$ cat src/rtl/vdof_pkg.sv
package vdof_pkg;

  // voxel table geometry
  localparam int unsigned TABLE_SLOTS = 4096;
  localparam int unsigned SLOT_BITS   = $clog2(TABLE_SLOTS);

  typedef enum logic [1:0] {
    OP_CLEAR    = 2'd0,
    OP_COUNT    = 2'd1,
    OP_CLASSIFY = 2'd2,
    OP_UNUSED   = 2'd3
  } opcode_e;

  typedef enum logic [1:0] {
    ST_OK        = 2'd0,
    ST_FULL      = 2'd1,
    ST_BAD_PARAM = 2'd2,
    ST_NONFINITE = 2'd3
  } status_e;

  typedef enum logic [1:0] {
    REG_SIZE_X     = 2'd0,
    REG_SIZE_Y     = 2'd1,
    REG_SIZE_Z     = 2'd2,
    REG_MIN_POINTS = 2'd3
  } reg_e;

  typedef enum logic [3:0] {
    S_INIT,
    S_IDLE,
    S_CLEAR,
    S_DIV_START,
    S_DIV_WAIT,
    S_HASH,
    S_READ,
    S_CHECK,
    S_WRITE,
    S_OUT
  } state_e;

  // divider handshake
  typedef struct packed {
    logic start;
    logic busy;
    logic done;
  } div_ctl_t;

endpackage

$ cat src/rtl/vdof_divider.sv
// Restoring divider, one quotient bit per cycle; floor division of a signed
// dividend by an unsigned divisor, clamped to IndexBits-bit signed.
module vdof_divider #(
  parameter int unsigned IndexBits = 21
) (
  input  logic                     clk_i,
  input  logic                     rst_ni,
  input  logic                     start_i,
  input  logic [31:0]              dividend_i,
  input  logic [31:0]              divisor_i,
  output vdof_pkg::div_ctl_t       ctl_o,
  output logic [IndexBits-1:0]     index_o
);
  import vdof_pkg::*;

  localparam int unsigned CntW = 6;

  logic [31:0]     mag_q, mag_d;
  logic [32:0]     rem_q, rem_d;
  logic [31:0]     quo_q, quo_d;
  logic [31:0]     div_q, div_d;
  logic            neg_q, neg_d;
  logic [CntW-1:0] cnt_q, cnt_d;
  logic            busy_q, busy_d;
  logic            done_q, done_d;
  logic [32:0]     trial;

  // magnitude of the dividend on start, then the restoring shift-subtract steps while busy
  always_comb begin
    mag_d  = mag_q;
    rem_d  = rem_q;
    quo_d  = quo_q;
    div_d  = div_q;
    neg_d  = neg_q;
    cnt_d  = cnt_q;
    busy_d = busy_q;
    done_d = 1'b0;
    trial  = {rem_q[31:0], mag_q[31]} - {1'b0, div_q};
    if (start_i) begin
      neg_d  = dividend_i[31];
      mag_d  = dividend_i[31] ? (~dividend_i + 32'd1) : dividend_i;
      rem_d  = '0;
      quo_d  = '0;
      div_d  = divisor_i;
      cnt_d  = CntW'(32);
      busy_d = 1'b1;
    end else if (busy_q) begin
      mag_d = {mag_q[30:0], 1'b0};
      if (!trial[32]) begin
        rem_d = trial;
        quo_d = {quo_q[30:0], 1'b1};
      end else begin
        rem_d = {rem_q[31:0], mag_q[31]};
        quo_d = {quo_q[30:0], 1'b0};
      end
      cnt_d = cnt_q - CntW'(1);
      if (cnt_q == CntW'(1)) begin
        busy_d = 1'b0;
        done_d = 1'b1;
      end
    end
  end

  always_ff @(posedge clk_i or negedge rst_ni) begin
    if (!rst_ni) begin
      busy_q <= 1'b0;
      done_q <= 1'b0;
      cnt_q  <= '0;
    end else begin
      busy_q <= busy_d;
      done_q <= done_d;
      cnt_q  <= cnt_d;
    end
  end

  always_ff @(posedge clk_i) begin
    mag_q <= mag_d;
    rem_q <= rem_d;
    quo_q <= quo_d;
    div_q <= div_d;
    neg_q <= neg_d;
  end

  // round the magnitude up for negatives (floor), then clamp
  localparam logic [33:0] HiLim = 34'((64'd1 << (IndexBits - 1)) - 64'd1);
  localparam logic [33:0] LoMag = 34'(64'd1 << (IndexBits - 1));
  logic [33:0] qmag;
  logic [IndexBits-1:0] idx;
  always_comb begin
    qmag = {2'b00, quo_q} + ((neg_q && rem_q != '0) ? 34'd1 : 34'd0);
    if (!neg_q) begin
      idx = (qmag > HiLim) ? IndexBits'(HiLim) : qmag[IndexBits-1:0];
    end else if (qmag >= LoMag) begin
      idx = IndexBits'(LoMag);
    end else begin
      idx = IndexBits'(~qmag + 34'd1);
    end
  end

  assign index_o    = idx;
  assign ctl_o.start = start_i;
  assign ctl_o.busy  = busy_q;
  assign ctl_o.done  = done_q;
endmodule

$ cat config.mk
export PLATFORM = sky130hd
export DESIGN_NAME = vdof_divider
export DESIGN_NICKNAME = d
export VERILOG_FILES = /design/src/rtl/vdof_pkg.sv /design/src/rtl/vdof_divider.sv
export SDC_FILE = /design/constraint.sdc
export NUM_CORES = 1
export LEC_CHECK = 0
export BUFFER_PORTS_ARGS = -buffer_cell sky130_fd_sc_hd__buf_2
export CORE_UTILIZATION = 50
export DETAILED_ROUTE_END_ITERATION = 16
export PLACE_DENSITY = 0.69
export SYNTH_ARGS = -nofsm -noshare
export SYNTH_HDL_FRONTEND = slang
export SYNTH_SLANG_ARGS = --single-unit
export TNS_END_PERCENT = 50
$ cat constraint.sdc
create_clock -name clk_i -period 4.84 [get_ports clk_i]
set_input_delay 0.242 -clock clk_i [delete_from_list [all_inputs] [get_ports clk_i]]
set_output_delay 0.242 -clock clk_i [all_outputs]
set_load 0.02 [all_outputs]
[Yosys cells after proc, flatten, opt, wreduce, memory -nomap -nowiden]
Index checks and enable logic that the tools add are counted.
Storage, ports and cells
  flip-flop bits (word level): 138
  input port bits: 67
  output and inout bits: 24
Cells by class
  bitwise gates (word level): 2
  $lt $le $gt $ge: 2
  reduce and logical (&&, ||, !) cells: 3
  equal/unequal tests: 1
  multiplexer cells: 17
  add/subtract/negate cells: 5
Operator list (number)
  $mux W32: 3
  $mux W21: 3
  $add A32 B1 Y33: 1
  $ge A33 B21 Y1 const B: 1
  $gt A33 B20 Y1 const B: 1
  $mux W33: 1
  $reduce_bool A33 Y1: 1
  $sub A33 B32 Y33: 1
  $add A32 B1 Y32 const B: 1
  $not A32 Y32: 1
  $add A21 B1 Y21 const B: 1
  $not A21 Y21: 1
  $mux W6: 2
  $mux W1: 8
  $eq A6 B1 Y1 const B: 1
  $sub A6 B1 Y6 const B: 1
  $reduce_bool A2 Y1: 1
  $logic_and A1 B1 Y1: 1

[Logic depth before layout (Yosys ltp)]
Gate-level depths: netlist of the first run.
  word-level depth: 8
  depth in mapped cells: 18
  mapped depth without buffers: 17

[Worst setup path before layout of the first run]
Ideal clock, no wire load.
  path kind: register to output
  from: register rem_q[6]
  to: output port index_o[15]
  required time: 4.598 ns
  path slack: 0.688 ns
  arrival: 3.910 ns
  stages on the path, launching flop included: 15
  path through: dfxtp_1 > or4_1 > nor4_1 > a21oi_1 > ha_1 > ha_1 > buf_4 > and3_1 > buf_2 > a2111oi_0 > a31oi_1 > or3_1 > nor4_1 > mux2_2 > o221ai_1
Between the ends
  cells in the longest elaborated chain, start to end: 8
Ends and longest elaborated chain
  from (decl): line vdof_divider.sv:19  | logic [32:0] rem_q, rem_d;
  from (signal assigned): line vdof_divider.sv:78  | rem_q <= rem_d;
  $reduce_bool A33 Y1 (*): line vdof_divider.sv:90  | qmag = {2'b00, quo_q} + ((neg_q && rem_q != '0) ? 34'd1 : 34'd0);
  $logic_and A1 B1 Y1 (*): line vdof_divider.sv:90
  $mux W1 (*): line vdof_divider.sv:90
  $add A32 B1 Y33 (*): line vdof_divider.sv:90
  $not A21 Y21: line vdof_divider.sv:96  | idx = IndexBits'(~qmag + 34'd1);
  $add A21 B1 Y21: line vdof_divider.sv:96
  $mux W21: line vdof_divider.sv:93  | end else if (qmag >= LoMag) begin
  $mux W21 (*): line vdof_divider.sv:91  | if (!neg_q) begin
  to (decl): line vdof_divider.sv:12  | output logic [IndexBits-1:0] index_o
Every way passes the cells marked *; elsewhere a longest branch is shown, timed or not.

[Final worst setup path of the first run]
  from: register rem_q[14]
  to: output port index_o[9]
Same word-level chain as after synthesis.

==> results of run 1 <==
## cells by family (layout without fill, tap and decap cells)
kind of cell | after synthesis | count (layout) | synth area share [%]
DFF | 138 | 138 | 37.60
AOI/OAI and AO/OA | 242 | 242 | 17.42
xor gates and xnor gates | 79 | 79 | 7.533
muxes | 62 | 62 | 6.879
buffers and inverters | 117 | 223 | 5.204
adders and majority gates | 41 | 41 | 5.667
and+or+nand+nor | 365 | 365 | 19.70
## routing by layer
metal  vias to the layer above  part of all wire (%)  routed length (µm)
met2                       215                    45                9375
met4                         0                  0.90                 190
met5                         -                     0                   0
li1                       4004                     -                   -
met1                      3660                    50               10560
met3                        20                   4.4                 932
## metrics by stage
| stage | instance area [µm²] | hold WS (ns) | setup TNS, ns | std cells |
|---|---|---|---|---|
| after floorplan | 9185 | -0.05359 | 0 | 1044 |
| after global routing | 10840 | 0.004920 | -0.03314 | 1379 |
| final | 10840 | 0.01695 | 0 | 1379 |
| after global placement | 9773 | 0.09599 | 0 | 1316 |
| after CTS | 10730 | 0.001656 | 0 | 1377 |
| after detailed placement | 9773 | 0.09997 | 0 | 1316 |
## state kept, by name, summed over array words and instances (netlist names)
signal  cells
busy_q      1
cnt_q       6
div_q      32
done_q      1
mag_q      32
neg_q       1
quo_q      32
rem_q      33
## worst max-delay path by stage
| stage | from | to | slack, ns | cells past startpoint |
|---|---|---|---|---|
| after CTS | rem_q[23] | index_o[9] | 0.03 | 16 |
| after detailed placement | rem_q[5] | index_o[9] | 0.09 | 16 |
| after global placement | rem_q[5] | index_o[6] | 0.27 | 16 |
| after floorplan | rem_q[6] | index_o[15] | 0.69 | 14 |
| after global routing | rem_q[6] | index_o[6] | -0.03 | 15 |
| final | rem_q[14] | index_o[9] | 0.22 | 16 |
## power by group
group	internal, mW	switching, mW	leakage, nW
logic	1.04	1.28	3.14
clock network	0.889	0.499	0.299
registers	1.43	0.180	1.28
total	3.36	1.96	4.71
## cells in the mapped netlist (10+ instances only)
master / count
sky130_fd_sc_hd__edfxtp_1: 65
sky130_fd_sc_hd__a21o_1: 13
sky130_fd_sc_hd__xor2_1: 44
sky130_fd_sc_hd__nor3_1: 21
sky130_fd_sc_hd__dfxtp_1: 65
sky130_fd_sc_hd__xnor2_1: 35
sky130_fd_sc_hd__o31ai_1: 14
sky130_fd_sc_hd__nand4_1: 17
sky130_fd_sc_hd__a31oi_1: 17
sky130_fd_sc_hd__and2_1: 12
sky130_fd_sc_hd__o21ai_0: 36
sky130_fd_sc_hd__a211oi_1: 29
sky130_fd_sc_hd__inv_1: 54
sky130_fd_sc_hd__nor2b_1: 11
sky130_fd_sc_hd__mux2i_1: 53
sky130_fd_sc_hd__o21a_1: 10
sky130_fd_sc_hd__nor2_1: 125
sky130_fd_sc_hd__a21oi_1: 65
sky130_fd_sc_hd__or3_1: 21
sky130_fd_sc_hd__and3_1: 15
sky130_fd_sc_hd__nor4_1: 26
sky130_fd_sc_hd__ha_1: 40
sky130_fd_sc_hd__nand3_1: 27
sky130_fd_sc_hd__clkbuf_1: 44
sky130_fd_sc_hd__nand2_1: 60
## worst max-delay path, cell delays in order (launching register included)
cell and delay [ns]:
sky130_fd_sc_hd__dfxtp_1 0.42, sky130_fd_sc_hd__nor4_2 0.07, sky130_fd_sc_hd__nand4_1 0.17, sky130_fd_sc_hd__nor4_4 0.06, sky130_fd_sc_hd__a21oi_1 0.17, sky130_fd_sc_hd__ha_2 0.25, sky130_fd_sc_hd__buf_4 0.13, sky130_fd_sc_hd__nand2_1 0.10
sky130_fd_sc_hd__or3_1 0.42, sky130_fd_sc_hd__or3_4 0.39, sky130_fd_sc_hd__nor3_1 0.27, sky130_fd_sc_hd__xor2_1 0.14, sky130_fd_sc_hd__or4_4 0.64, sky130_fd_sc_hd__buf_4 0.22, sky130_fd_sc_hd__nor3_1 0.22, sky130_fd_sc_hd__o22ai_1 0.11
sky130_fd_sc_hd__buf_2 0.17
## area by class of cell
cell class	count	area, µm²	share of cell area (%)
inverters	54	202.7	1.870
clock buffers	20	457.9	4.224
clock inverters	12	170.2	1.570
repair buffers	137	880.8	8.126
well taps	229	286.5	2.643
flip-flops and latches	138	3458	31.90
multi-input cells	789	5384	49.67
## timing repair
action,4_1_cts,5_1_grt
endpoints found under the hold margin,36,0
gates resized for setup,7,19
pin swaps,0,4
buffers inserted,0,2
endpoints found under the setup margin,21,20
gates cloned,0,0
hold buffers,29,0
==> impl_metrics.yaml, run 1 <==
final_layout:
  final_nets: 1245
  area_growth_pct: 18.02
  finalCoreUtilization_pct: 60.35
  mostFrequentLayoutCell: "sky130_fd_sc_hd__nor2_1"
  mostFrequentLayoutCells: "125 x sky130_fd_sc_hd__nor2_1, 88 x sky130_fd_sc_hd__buf_2, 65 x sky130_fd_sc_hd__a21oi_1, 65 x sky130_fd_sc_hd__edfxtp_1, 64 x sky130_fd_sc_hd__dfxtp_1"
  post_route_cells_drive_above_1_share_pct: 15.83
  filler_cell_count: 1617
  antenna-diode-count: 0
floorplanning:
  io_pins: 91
  fp-row-count: 49
  chipWidth_um: 137.5
  die_y_um: 137.5
  initial_utilization_pct: 51.13
  dieArea_um2: 18920
  core_area_um2: 17960
worst_setup_path:
  timing.critical_path.arrival_ns: 4.37
  worstSetupEndpointType: "output pin"
  worst_setup_path_start_kind: "flip-flop"
  regToRegSetupSlack_ns: 0.61
  critical_path_class: "flip-flop to output pin"
  crit_required_ns: 4.60
  crit_path_max_fanout: 13
  rr_startpoint: "div_q[7]"
  r2r-end: "rem_q[27]"
  worst-r2r-cell-count: 16
clock_tree:
  cts_tree: "done"
  cts_made_buffers: 17
  ctsHtreeMaxLevel: 4
  ctsLongestPathBuffers: 2
  clk_latency_ns: 0.42
  clkSlewWorstSetupHoldPaths_ns: 0.06
  clkSinkCount: 138
  ctsRootBufferMaster: "sky130_fd_sc_hd__clkbuf_16"
synth:
  synth_edf_count: 65
  yosysWarningCount: 0
  asyncSetResetFlopFracSynth_pct: 5.797
  post_synth_instance_area_um2: 9185
  synth-seq-area-share_pct: 37.60
  avgSynthCellArea_um2: 8.798
  ys_seq_elements: 138
  most_used_flip_flop_cell_after_synthesis: "sky130_fd_sc_hd__edfxtp_1"
  synth.top_cell.area_share_pct: 21.25
  post_synth_num_cell_types: 70
  largest_area_contributor_in_the_synthesized_netlist: "sky130_fd_sc_hd__edfxtp_1"
  netlist_instances: 1044
  synth_area_leaders: "sky130_fd_sc_hd__edfxtp_1 21%, sky130_fd_sc_hd__dfxtp_1 14%, sky130_fd_sc_hd__mux2i_1 5.8%"
  mappedNetlistNets: 1152
routing:
  detailroute.via_count: 7899
  detail_route.drc_violations: 0
  route.final.wire_length_mm: 21.06
  detail_route.first_pass.iterations: 5
  drt-initial-drc-count: 649
  routed_via_density: 5.728
  routed_wire_length_per_instance_um: 15.27
  count_of_nets_left_with_antenna_violations_after_detail_routing: 0
power_and_ir_drop:
  irDropWorstVdd_v: 0.0003154
  power_per_standard_cell_area_nw_per_um2: 490.3
  leakage_nw: 4.713
  finalPower_mw: 5.315
sta:
  postLayoutSetupSlackWorst_ns: 0.2241
  final-max-slew-violation-count: 0
  hold_viol: 0
  post-route-period-util_pct: 95.37
  fmax_mhz: 216.6
  setup_viol_count_final: 0
  clock-skew-final_ns: 0.006220
  tightest_slew_ns: 0.8471
  finalCriticalPeriod_ns: 4.616
  relSlewSlack_pct: 43.52
min_path:
  hold_path_end: "div_q[30]"
  min_from: "divisor_i[30]"
  holdCritPathClass: "input port to flip-flop"
  whs_path_depth: 1
grt:
  first_global_vias: 6952
  grt_start_max_net_pins: 75
  antenna_violations_before_repair: 0
  busiest_layer: "met2"
  gr-usage-met2_pct: 33.78
  grt_pass1_wl_mm: 33.58
  global_route_met3_utilization_pct: 3.495
  groute.usage.overall_pct: 22.40
  use_met1_pct: 32.83
  grt_remaining_overflow: 0
job:
  drv_cap: 0
place:
  placement.setup.worst_slack_ns: 0.08981
  dp_hpwl_mm: 14.44
  portBuffers: 90
  globalplace.congestion: 0.9033
status:
  run_status: "finished clean"
Note: power is estimated with default switching activity, not from simulation.
==> run 2, diff against run 1 <==
==> constraint.sdc (replaced) <==
create_clock -name clk_i -period 4.84 [get_ports clk_i]
set_input_delay 0.968 -clock clk_i [delete_from_list [all_inputs] [get_ports clk_i]]
set_output_delay 0.968 -clock clk_i [all_outputs]
set_load 0.02 [all_outputs]
==> run 2 against run 1 <==
Net effect: the flow now finishes with violations (negative setup slack); total power rose by 8.6%; wire length grew 3.9%; combinational power up 19%; count of clock-buffer cells in the layout shrank 2; first-iteration DRC count shrank 18%; clock power about the same; non-clock buffer count is 25 higher; critical path depth up 2; largest power group unchanged.
==> impl_metrics.yaml, run 2 (synthesis results as in run 1) <==
clock_tree:
  ctsRootBufferMaster: "sky130_fd_sc_hd__clkbuf_16"
  ctsLongestPathBuffers: 2
  ctsHtreeMaxLevel: 4
  clkSlewWorstSetupHoldPaths_ns: 0.05
  cts_made_buffers: 17
  clk_latency_ns: 0.42
  hold_buffers: 0
  clkSinkCount: 138
  cts_tree: "done"
final_layout:
  multi_input_comb_area_um2: 5658
  mostFrequentLayoutCell: "sky130_fd_sc_hd__nor2_1"
  stdcell_area_um2: 11390
  area_growth_pct: 23.98
  largest_register_ff_count: 33
  largest_register: "rem_q"
  register_area_um2: 3473
  filler_cell_count: 1523
  final_nets: 1270
  post_route_cells_drive_above_1_share_pct: 23.57
  mostFrequentLayoutCells: "123 x sky130_fd_sc_hd__nor2_1, 77 x sky130_fd_sc_hd__buf_4, 71 x sky130_fd_sc_hd__buf_2"
grt:
  groute.usage.overall_pct: 23.13
  grt_start_max_net_pins: 83
  first_global_vias: 7235
  antenna_violations_before_repair: 1
  grt_remaining_overflow: 0
  grt_pass1_wl_mm: 34.60
worst_setup_path:
  crit_path_max_fanout: 3
  crit_required_ns: 3.87
  worstSetupEndpointType: "output pin"
  critical_path_class: "flip-flop to output pin"
  worst_setup_path_start_kind: "flip-flop"
  timing.critical_path.arrival_ns: 4.10
floorplanning:
  fp-row-count: 49
  die_y_um: 137.5
  core_area_um2: 17960
  dieArea_um2: 18920
  initial_utilization_pct: 51.13
  chipWidth_um: 137.5
  io_pins: 91
sta:
  tightest_slew_ns: 0.9554
  final-max-slew-violation-count: 0
  grt_setup_unrepaired: "true"
  postLayoutSetupSlackWorst_ns: -0.2295
  hold_viol: 0
  setup_viol_count_final: 21
  fmax_mhz: 197.3
  hold_slack_ns: 0.3889
  clock-skew-final_ns: 0.01204
  relSlewSlack_pct: 36.31
  post-route-period-util_pct: 104.7
  finalCriticalPeriod_ns: 5.069
power_and_ir_drop:
  finalPower_mw: 5.770
  irDropWorstVdd_v: 0.0003018
  power_per_standard_cell_area_nw_per_um2: 506.7
  leakage_nw: 4.997
routing:
  routed_wire_length_per_instance_um: 15.57
  route.final.wire_length_mm: 21.88
  wirelength_met1_mm: 10.58
  detail_route.first_pass.iterations: 5
  met2RoutedLength_mm: 9.817
  detail_route.drc_violations: 0
  routed_via_density: 5.714
  count_of_nets_left_with_antenna_violations_after_detail_routing: 0
  detailroute.wirelength.met3_mm: 1.105
  detailroute.via_count: 8028
  highest_layer: "met4"
  drt-initial-drc-count: 532
job:
  drv_cap: 0
status:
  run_status: "finished, violations left"
  failed_checks: "negative setup slack"
place:
  placedInstanceArea_um2: 10120
  portBuffers: 90
  globalplace.congestion: 0.9016
  dp_hpwl_mm: 14.65
  placement.setup.worst_slack_ns: -0.1012
min_path:
  holdCritPathClass: "input port to async pin"
run 2: changes by cell type in the layout (fill, tap and decap cells not counted), moves of 10 or more:
| cell | delta |
|---|---|
| sky130_fd_sc_hd__buf_2 | -17 |
| sky130_fd_sc_hd__buf_4 | +57 |
| sky130_fd_sc_hd__buf_6 | +10 |
| sky130_fd_sc_hd__dfxtp_1 | -12 |
| sky130_fd_sc_hd__dfxtp_2 | +12 |
| sky130_fd_sc_hd__dlygate4sd3_1 | -29 |
run 2: path summary, 6_finish.rpt:
path,slack [ns],endpoint,startpoint,depth (start not counted)
min in group clk_i,0.54,mag_q[31],mag_q[30],1
worst min-delay path,0.39,cnt_q[0],rst_ni,1
worst max register to register,0.35,rem_q[16],rem_q[6],16
max in group asynchronous,4.26,busy_q,rst_ni,1
worst max-delay path,-0.23,index_o[6],rem_q[32],18
worst min register to register,0.54,mag_q[31],mag_q[30],1
run 2: through the flow:
step / setup TNS [ns] / cells / util [%]
after floorplan: -0.03347 / 1044 / -
after global placement: 0 / 1360 / 56.35
after detailed placement: -0.8144 / 1360 / 56.35
after CTS: -3.526 / 1398 / 61.50
after global routing: -7.061 / 1404 / 63.38
final: -3.050 / 1405 / 63.39
run 2: layout make-up:
cell class,count,share of cell area [%]
antenna,1,0.02198
clock buffer,18,3.769
clock inverter,14,1.769
inverter,54,1.780
multi-input combinational,789,49.69
sequential,138,30.50
tap,229,2.516
timing repair buffer,162,9.955
run 2: where the power goes:
part	total, mW	internal, mW	switching, mW
clock	1.40	0.907	0.493
sequential	1.60	1.44	0.156
combinational	2.77	1.33	1.44
total	5.77	3.68	2.09
run 2: what timing repair did:
| action | 4_1_cts | 5_1_grt |
|---|---|---|
| gates resized for setup | 55 | 60 |
| pin swaps | 17 | 31 |
| gates cloned | 1 | 0 |
| setup endpoints to repair | 21 | 21 |
| buffers inserted | 5 | 6 |
run 2: routing by layer:
metal,track usage (%),up-vias
li1,-,4050
met1,31.83,3735
met2,35.71,213
met3,4.489,30
met4,8.791,0
met5,0,-
run 2: worst max-delay path, stage by stage, from the launching register on:
cell and delay, ns:
sky130_fd_sc_hd__dfxtp_2 0.34, sky130_fd_sc_hd__nor4_4 0.28, sky130_fd_sc_hd__nand4_1 0.14, sky130_fd_sc_hd__nor4_2 0.22, sky130_fd_sc_hd__buf_4 0.17, sky130_fd_sc_hd__a21oi_4 0.07, sky130_fd_sc_hd__ha_4 0.19, sky130_fd_sc_hd__ha_4 0.27
sky130_fd_sc_hd__ha_4 0.17, sky130_fd_sc_hd__nor4_4 0.26, sky130_fd_sc_hd__o211ai_1 0.14, sky130_fd_sc_hd__nor4_2 0.33, sky130_fd_sc_hd__nand4_1 0.15, sky130_fd_sc_hd__nor4_2 0.29, sky130_fd_sc_hd__buf_4 0.18, sky130_fd_sc_hd__buf_12 0.11
sky130_fd_sc_hd__o31ai_4 0.07, sky130_fd_sc_hd__a21oi_2 0.18, sky130_fd_sc_hd__buf_6 0.13
==> run 3, diff against run 2 <==
--- a/config.mk
+++ b/config.mk
@@ -6,9 +6,11 @@
 export NUM_CORES = 1
 export LEC_CHECK = 0
 export BUFFER_PORTS_ARGS = -buffer_cell sky130_fd_sc_hd__buf_2
-export CORE_UTILIZATION = 50
+export CELL_PAD_IN_SITES_DETAIL_PLACEMENT = 1
+export CELL_PAD_IN_SITES_GLOBAL_PLACEMENT = 2
+export CORE_UTILIZATION = 37
 export DETAILED_ROUTE_END_ITERATION = 16
-export PLACE_DENSITY = 0.69
+export PLACE_DENSITY_LB_ADDON = 0.1
 export SYNTH_ARGS = -nofsm -noshare
 export SYNTH_HDL_FRONTEND = slang
 export SYNTH_SLANG_ARGS = --single-unit
==> run 3 against run 2 <==
Net effect: the run still ends with negative setup slack left; sequential share of layout area is 0.95 points lower; global-route usage shrank 2.7 points; sequential cell count unchanged; via count up 1.9%; total power grew 3.3%; maximum frequency grew 1.6%; count of clock-buffer cells in the layout decreased by 1; clock skew shrank 0.00084 ns; register-to-register slack worse by 0.03 ns; utilization down 15 points; critical path type unchanged; combinational power increased by 6%; first-iteration DRC count decreased by 36%.
==> impl_metrics.yaml, run 3 (synthesis results as in run 1) <==
status:
  run_status: "finished, violations left"
  failed_checks: "negative setup slack"
grt:
  antenna_violations_before_repair: 1
  groute.usage.overall_pct: 20.41
  grt_start_max_net_pins: 84
  grt_pass1_wl_mm: 42.47
  first_global_vias: 8343
  grt_remaining_overflow: 0
floorplanning:
  dieArea_um2: 25460
  chipWidth_um: 159.6
  io_pins: 91
  initial_utilization_pct: 37.77
  core_area_um2: 24320
  fp-row-count: 57
  die_y_um: 159.6
routing:
  detail_route.drc_violations: 0
  count_of_nets_left_with_antenna_violations_after_detail_routing: 0
  detail_route.first_pass.iterations: 4
  detailroute.via_count: 8181
  routed_wire_length_per_instance_um: 16.60
  drt-initial-drc-count: 340
  routed_via_density: 5.361
  route.final.wire_length_mm: 25.33
place:
  dp_hpwl_mm: 18.28
  globalplace.congestion: 0.8287
  placedInstanceArea_um2: 10450
  portBuffers: 90
final_layout:
  area_growth_pct: 28.21
  finalCoreUtilization_pct: 48.42
  final_nets: 1296
  mostFrequentLayoutCell: "sky130_fd_sc_hd__nor2_1"
  largest_register_ff_count: 33
  mostFrequentLayoutCells: "121 x sky130_fd_sc_hd__nor2_1, 99 x sky130_fd_sc_hd__buf_4, 74 x sky130_fd_sc_hd__buf_2"
  stdcell_area_um2: 11780
  largest_register: "rem_q"
  post_route_cells_drive_above_1_share_pct: 26.39
clock_tree:
  cts_tree: "done"
  hold_buffers: 0
  clkSlewWorstSetupHoldPaths_ns: 0.06
  ctsLongestPathBuffers: 2
  cts_made_buffers: 17
  clk_latency_ns: 0.42
  clkSinkCount: 138
  ctsRootBufferMaster: "sky130_fd_sc_hd__clkbuf_16"
  ctsHtreeMaxLevel: 4
power_and_ir_drop:
  sw_frac_of_total_pct: 37.10
  irDropWorstVdd_v: 0.0002312
  share_of_total_power_in_sequential_cells_pct: 26.6
  power_per_standard_cell_area_nw_per_um2: 506.2
  share_clk_of_total_power_pct: 24.3
  p_sw_mw: 2.212
  internal-power_mw: 3.750
  leakage_nw: 5.161
  power_frac_comb_pct: 49.1
sta:
  hold_viol: 0
  fmax_mhz: 200.4
  grt_setup_unrepaired: "true"
  final-max-slew-violation-count: 0
  post-route-period-util_pct: 103.1
  finalCriticalPeriod_ns: 4.990
  setup_viol_count_final: 21
  relSlewSlack_pct: 34.54
  hold_slack_ns: 0.3832
  tightest_slew_ns: 0.9819
  postLayoutSetupSlackWorst_ns: -0.1496
  clock-skew-final_ns: 0.01120
worst_setup_path:
  worst_setup_path_start_kind: "flip-flop"
  crit_path_max_fanout: 5
  timing.critical_path.slowest_stage_cell: "sky130_fd_sc_hd__or4_4"
  timing.critical_path.arrival_ns: 4.02
  crit_buf_inv: 3
  timing.critical_path.max_delay_family: "simple AND/OR/NAND/NOR gates"
  path_cells: "or4_4 > nor4_4 > a21oi_2 > ha_2 > ha_4 > ha_4 > nor4_4 > o211ai_1 > nor4_2 > nand4_1 > nor4_2 > buf_4 > o21ai_4 > buf_12 > o221ai_1 > buf_4"
  worstSetupEndpointType: "output pin"
  crit_required_ns: 3.87
  regToRegSetupSlack_ns: 0.32
  critical_path_class: "flip-flop to output pin"
  worst_path_largest_cell_delay_ns: 0.56
job:
  drv_cap: 0
min_path:
  holdCritPathClass: "input port to async pin"
==> run 3: per-layer routing <==
metal / wire length (µm) / GRT usage [%]
met1: 12850 / 28.51
met2: 11640 / 32.91
met3: 563 / 2.761
met4: 280 / 5.594
met5: 0 / 0
==> run 3: power by group through the flow <==
stage | clock [mW] | combinational (mW) | sequential [mW]
2_1_floorplan | 0 | 1.71 | 1.56
3_3_place_gp | 0 | 2.64 | 1.55
3_5_place_dp | 0 | 2.65 | 1.57
4_1_cts | 1.48 | 2.89 | 1.56
5_1_grt | 1.53 | 3.21 | 1.61
6_report | 1.45 | 2.93 | 1.59
==> run 3: what timing repair did <==
| item | in CTS | in global routing |
|---|---|---|
| pin swaps | 19 | 17 |
| endpoints found under the setup margin | 21 | 21 |
| resized for setup | 97 | 32 |
| setup buffers | 11 | 0 |
| gates cloned | 0 | 0 |
==> run 3: layout make-up <==
class | count | area [µm²]
Clock inverter | 15 | 222.7
Timing Repair Buffer | 188 | 1308
Clock buffer | 17 | 425.4
Tap cell | 324 | 405.4
Fill cell | 2830 | 12540
Sequential cell | 138 | 3480
Multi-Input combinational cell | 789 | 5731
Inverter | 54 | 202.7
Antenna cell | 1 | 2.502
==> run 3: path summary, 6_finish.rpt <==
check,start,endpoint,depth (start not counted)
worst max-delay path,rem_q[9],index_o[5],16
worst min-delay path,rst_ni,busy_q,1
max in group asynchronous,rst_ni,busy_q,1
min in group clk_i,rem_q[32],rem_q[32],2
worst min register to register,rem_q[32],rem_q[32],2
worst max register to register,rem_q[6],rem_q[16],16
==> run 3: per-stage QoR <==
| step | std cells | setup WS [ns] | setup TNS (ns) | power (mW) |
|---|---|---|---|---|
| 6_report | 1526 | -0.1496 | -2.156 | 5.961 |
| 5_1_grt | 1526 | -0.3821 | -6.617 | 6.351 |
| 4_1_cts | 1526 | -0.2074 | -3.277 | 5.934 |
| 3_5_place_dp | 1485 | -0.4286 | -6.722 | 4.213 |
| 3_3_place_gp | 1485 | -0.4447 | -6.702 | 4.192 |
| 2_1_floorplan | 1044 | -0.02900 | -0.03347 | 3.263 |
